===== config.mk =====
export PLATFORM = sky130hd
export DESIGN_NAME = tcw_ctrl
export DESIGN_NICKNAME = d
export VERILOG_FILES = /design/src/hw/rtl/tcw_pkg.sv /design/src/hw/rtl/tcw_ctrl.sv
export SDC_FILE = /design/constraint.sdc
export NUM_CORES = 1
export LEC_CHECK = 0
export CORE_AREA = 2 2 39 41
export CTS_CLUSTER_SIZE = 14
export DETAILED_ROUTE_END_ITERATION = 10
export DIE_AREA = 0 0 41 43
export DONT_BUFFER_PORTS = 1
export GPL_TIMING_DRIVEN = 0
export MAX_ROUTING_LAYER = met4
export PLACE_DENSITY = 0.41
export SLEW_MARGIN = 20
export SYNTH_ARGS = -nofsm -noshare
export SYNTH_HDL_FRONTEND = slang
export SYNTH_SLANG_ARGS = --single-unit

===== constraint.sdc =====
create_clock -name i_clk -period 3.85 [get_ports i_clk]
set_clock_uncertainty 0.15 [all_clocks]
set_input_delay 0.5775 -clock i_clk [delete_from_list [all_inputs] [get_ports i_clk]]
set_output_delay 0.5775 -clock i_clk [all_outputs]
set_load 0.005 [all_outputs]

===== src/hw/rtl/tcw_pkg.sv =====
// Shared types and constants for the text console cell writer.
// Used by the channel interfaces, the controller, the datapath and the top level.
`default_nettype none

package tcw_pkg;

    localparam int CHAR_W    = 8;
    localparam int COL_W     = 7;
    localparam int ROW_W     = 5;
    localparam int CFG_IDX_W = 2;

    localparam int DEF_COLUMNS = 80;
    localparam int DEF_ROWS    = 25;

    localparam logic [CFG_IDX_W-1:0] CFG_BACKSPACE = 2'd0;
    localparam logic [CFG_IDX_W-1:0] CFG_ENTER     = 2'd1;
    localparam logic [CFG_IDX_W-1:0] CFG_DISPLAY   = 2'd2;

    localparam logic OP_PUT  = 1'b0;
    localparam logic OP_READ = 1'b1;

    localparam logic [CHAR_W-1:0] BLANK_CHAR    = 8'd32;
    localparam logic [CHAR_W-1:0] NEWLINE_CHAR  = 8'd10;
    localparam logic [CHAR_W-1:0] RST_BACKSPACE = 8'd8;
    localparam logic [CHAR_W-1:0] RST_ENTER     = 8'd13;

    typedef struct packed {
        logic              operation;
        logic [CHAR_W-1:0] char_code;
        logic [ROW_W-1:0]  read_row;
        logic [COL_W-1:0]  read_col;
    } t_item;

    typedef struct packed {
        logic load_in;
        logic exec;
        logic rd_capture;
        logic clr_we;
        logic blank_we;
        logic out_load;
    } t_cmd;

    typedef struct packed {
        logic op_read;
        logic scroll;
        logic clr_last;
        logic blank_last;
    } t_status;

endpackage

`default_nettype wire


===== src/hw/rtl/tcw_ctrl.sv =====
// Controller state machine: store clearing after reset, word sequencing,
// row blanking on a scroll and the output handshake. Depends on tcw_pkg.
`default_nettype none

module tcw_ctrl (
    input  wire logic             i_clk,
    input  wire logic             i_rst_n,
    input  wire logic             i_in_valid,
    input  wire logic             i_out_ready,
    input  wire tcw_pkg::t_status i_status,
    output tcw_pkg::t_cmd         o_cmd,
    output logic                  o_in_ready,
    output logic                  o_out_valid
);
    import tcw_pkg::*;

    localparam logic [2:0] S_CLEAR  = 3'd0;
    localparam logic [2:0] S_IDLE   = 3'd1;
    localparam logic [2:0] S_EXEC   = 3'd2;
    localparam logic [2:0] S_RDWAIT = 3'd3;
    localparam logic [2:0] S_BLANK  = 3'd4;
    localparam logic [2:0] S_FIN    = 3'd5;

    logic [2:0] r_state, n_state;
    logic       r_out_valid, n_out_valid;
    t_cmd       w_cmd;

    always_comb begin
        n_state  = r_state;
        w_cmd    = '0;
        case (r_state)
            S_CLEAR: begin
                w_cmd.clr_we = 1'b1;
                if (i_status.clr_last) begin
                    n_state = S_IDLE;
                end
            end
            S_IDLE: begin
                if (i_in_valid) begin
                    w_cmd.load_in = 1'b1;
                    n_state       = S_EXEC;
                end
            end
            S_EXEC: begin
                w_cmd.exec = 1'b1;
                if (i_status.op_read) begin
                    n_state = S_RDWAIT;
                end else if (i_status.scroll) begin
                    n_state = S_BLANK;
                end else begin
                    n_state = S_FIN;
                end
            end
            S_RDWAIT: begin
                w_cmd.rd_capture = 1'b1;
                n_state          = S_FIN;
            end
            S_BLANK: begin
                w_cmd.blank_we = 1'b1;
                if (i_status.blank_last) begin
                    n_state = S_FIN;
                end
            end
            S_FIN: begin
                // The result waits here until the output register is free.
                if (!r_out_valid || i_out_ready) begin
                    w_cmd.out_load = 1'b1;
                    n_state        = S_IDLE;
                end
            end
            default: begin
                n_state = S_IDLE;
            end
        endcase
    end

    always_comb begin
        if (w_cmd.out_load) begin
            n_out_valid = 1'b1;
        end else if (i_out_ready) begin
            n_out_valid = 1'b0;
        end else begin
            n_out_valid = r_out_valid;
        end
    end

    always_ff @(posedge i_clk) begin
        if (!i_rst_n) begin
            r_state     <= S_CLEAR;
            r_out_valid <= 1'b0;
        end else begin
            r_state     <= n_state;
            r_out_valid <= n_out_valid;
        end
    end

    assign o_cmd       = w_cmd;
    assign o_in_ready  = (r_state == S_IDLE);
    assign o_out_valid = r_out_valid;

endmodule

`default_nettype wire


==> flow_metrics.tcl <==
set metrics [dict create \
    tightest_slew_ps 235 \
    cts-buffers-inserted 3 \
    worstPathRequired_ps 3120 \
    critPathLaunch "r_state[2]" \
    ys_seq_elements 4 \
    reg2reg_from "r_state[2]" \
    via_count 271 \
    finalCritPeriodShare 0.494 \
    track_usage 0.0925 \
    multiInputGateArea_um2 226 \
    port_buffers 0 \
    place_area_um2 352 \
    core.rowCount 14 \
    cp_cell_sequence "buf_4, nand3b_1, nor2b_1, buf_4" \
    grt.overflow.total 0 \
    core_area_um2 1380 \
    slowest_delay_ps 410 \
    synth.distinct_cells 22 \
    finalSetupViolations 0 \
    fillers 149 \
    h-tree-depth 1 \
    min_period_ps 1900 \
    post_cts_resized 0 \
    post_cts_buffers 0 \
    syn_area_per_cell_um2 8.73 \
    critPathMaxFanout 10 \
    nNetsFinal 51 \
    clk_path_buf_depth 2 \
    r2r_slack_ps 2570 \
    hold_path_class "primary input to register" \
    synth_area_leaders "dfxtp_1 (24%), mux2i_1 (9.1%), nor3b_2 (7.5%)" \
    yosysTopAreaCell "dfxtp_1" \
    area_growth_pct 12.8 \
    synth_nets 46 \
    pwr-share-comb 0.306 \
    hold_path.startpoint "i_rst_n" \
    fp.dieH_um 43 \
    grt_max_degree 11 \
    first_pass_iters 2 \
    final_cell_mix "dfxtp_1 (4), nor2_1 (3), mux2i_1 (3), clkbuf_4 (3)" \
    clkTransAtPathRegs_ps 40 \
    timing.slew.headroom 0.843 \
    hold_viol 0 \
    fin_area_um2 374 \
    power_density_nw_per_um2 387 \
    r2r_cells 3 \
    grt_pass1_vias 271 \
    first_iter_violations 2 \
    hpwl_um 533 \
    p_sw_mw 0.0416 \
    antenna_found_initial 0 \
    start_kind "register" \
    wl_per_cell_um 11.5 \
    num_antenna_cells 0 \
    yosysTopAreaCellShare 0.242 \
    dieArea_um2 1760 \
    p_int_mw 0.103 \
    status "finished, final reports clean" \
    yosysWarnings 0 \
    power.leakage_nw 0.160 \
    clk_latency_ps 230 \
    crit_slowest_cell "dfxtp_1" \
    clkPwrFrac 0.354 \
    maxClockFrequency_mhz 525 \
    placed_cells 54 \
    initial_core_util 0.240 \
    wirelength_um 657 \
    drive_gt1_frac 0.268 \
    cts_tree "built" \
    yosysSeqAreaShare 0.242 \
    fin_setup_tns_ps 0 \
    rsz0062_at_grt "false" \
    cp_data_arrival_time_ps 1180 \
    maxSlewViolCount 0 \
    drv_cap 0 \
    worstHoldEndpoint "r_state[0]" \
    seq_area_um2 80.1 \
    drc 0 \
    ios 16 \
    syn_area_um2 332 \
    cts_root_buf "clkbuf_4" \
    cts.sinks 4 \
    postCtsHoldBufs 0 \
    vias_per_cell 4.75 \
    swShare 0.288 \
    crit_top_cell "buf_4" \
    syn-instance-count 38 \
    grt_pass1_wl_mm 1.08 \
    layout_commonest_cell "dfxtp_1" \
    critPathCaptureType "output port" \
    final_util 0.270 \
    die-width_um 41 \
    place.gp.congestion 0.628 \
    ant_nets 0 \
    min_path_cells 1 \
    pwr-share-seq 0.341 \
    crit_type "register to output port" \
    r2r_end "r_state[2]" \
    peakVddDrop_mv 0.114 \
    fin_cells 57 \
]
-- Yosys cell counts --
cell type / number
a211oi_1: 1
a21boi_1: 1
and2_1: 1
and2b_1: 1
and2b_4: 1
and3b_1: 1
and3b_2: 1
buf_2: 2
buf_4: 2
dfxtp_1: 4
mux2i_1: 3
nand2_1: 2
nand2b_1: 2
nand3b_1: 2
nor2_1: 3
nor2b_1: 2
nor3_1: 2
nor3b_1: 2
nor3b_2: 2
o211a_1: 1
o311a_1: 1
o32a_1: 1
-- worst max-delay path by stage --
stage                     cells past startpoint       end  slack, ps
after floorplan                               3  o_cmd[0]       2160
after global placement                        3  o_cmd[0]       2130
after detailed placement                      3  o_cmd[0]       2120
after CTS                                     4  o_cmd[0]       1920
after global routing                          4  o_cmd[0]       1840
final                                         4  o_cmd[0]       1950
-- power groups by stage --
stage	sequential (mW)	clock (mW)	combinational, mW
floorplan	0.0492	0	0.0393
global placement	0.0501	0	0.0455
detailed placement	0.0501	0	0.0450
CTS	0.0494	0.0541	0.0448
global route	0.0497	0.0574	0.0503
finish	0.0493	0.0511	0.0442
-- routing by layer --
metal / GRT usage / share of wire / wire [um] / vias to the layer above
li1: - / - / - / 142
met1: 0.115 / 0.44 / 287 / 123
met2: 0.122 / 0.51 / 333 / 6
met3: 0.0314 / 0.055 / 36 / 0
met4: 0.0600 / 0 / 0 / 0
met5: - / 0 / 0 / -
-- critical path: cells and delay by family, from the launching register on --
family	cells	cell delay (ps)
DFF	1	410
buffers and inverters	2	310
and+or+nand+nor	2	230
-- cells by family (layout without fill, tap and decap cells) --
kind of cell / Yosys count / in the layout / share of synthesized area
simple gates: 22 / 22 / 0.457
buf+inv: 4 / 7 / 0.0755
flops: 4 / 4 / 0.242
mux: 3 / 3 / 0.0906
compound gates: 5 / 5 / 0.136
-- final cells by class --
| cell class | count | share of cell area |
|---|---|---|
| Buffer | 4 | 0.0669 |
| Multi-Input combinational cell | 30 | 0.605 |
| Clock buffer | 3 | 0.0602 |
| Sequential cell | 4 | 0.214 |
| Tap cell | 16 | 0.0535 |
-- flip-flops by register name, indices dropped and copies added (netlist names) --
name	count
r_state	3
o_out_valid	1
-- through the flow --
step | worst slack (ps) | hold slack [ps] | power (mW)
after floorplan | 2160 | 359 | 0.0885
after global placement | 2130 | 402 | 0.0955
after detailed placement | 2120 | 414 | 0.0950
after CTS | 1920 | 323 | 0.148
after global routing | 1840 | 319 | 0.157
final | 1950 | 331 | 0.145
Power figures use the tool's default switching activity.
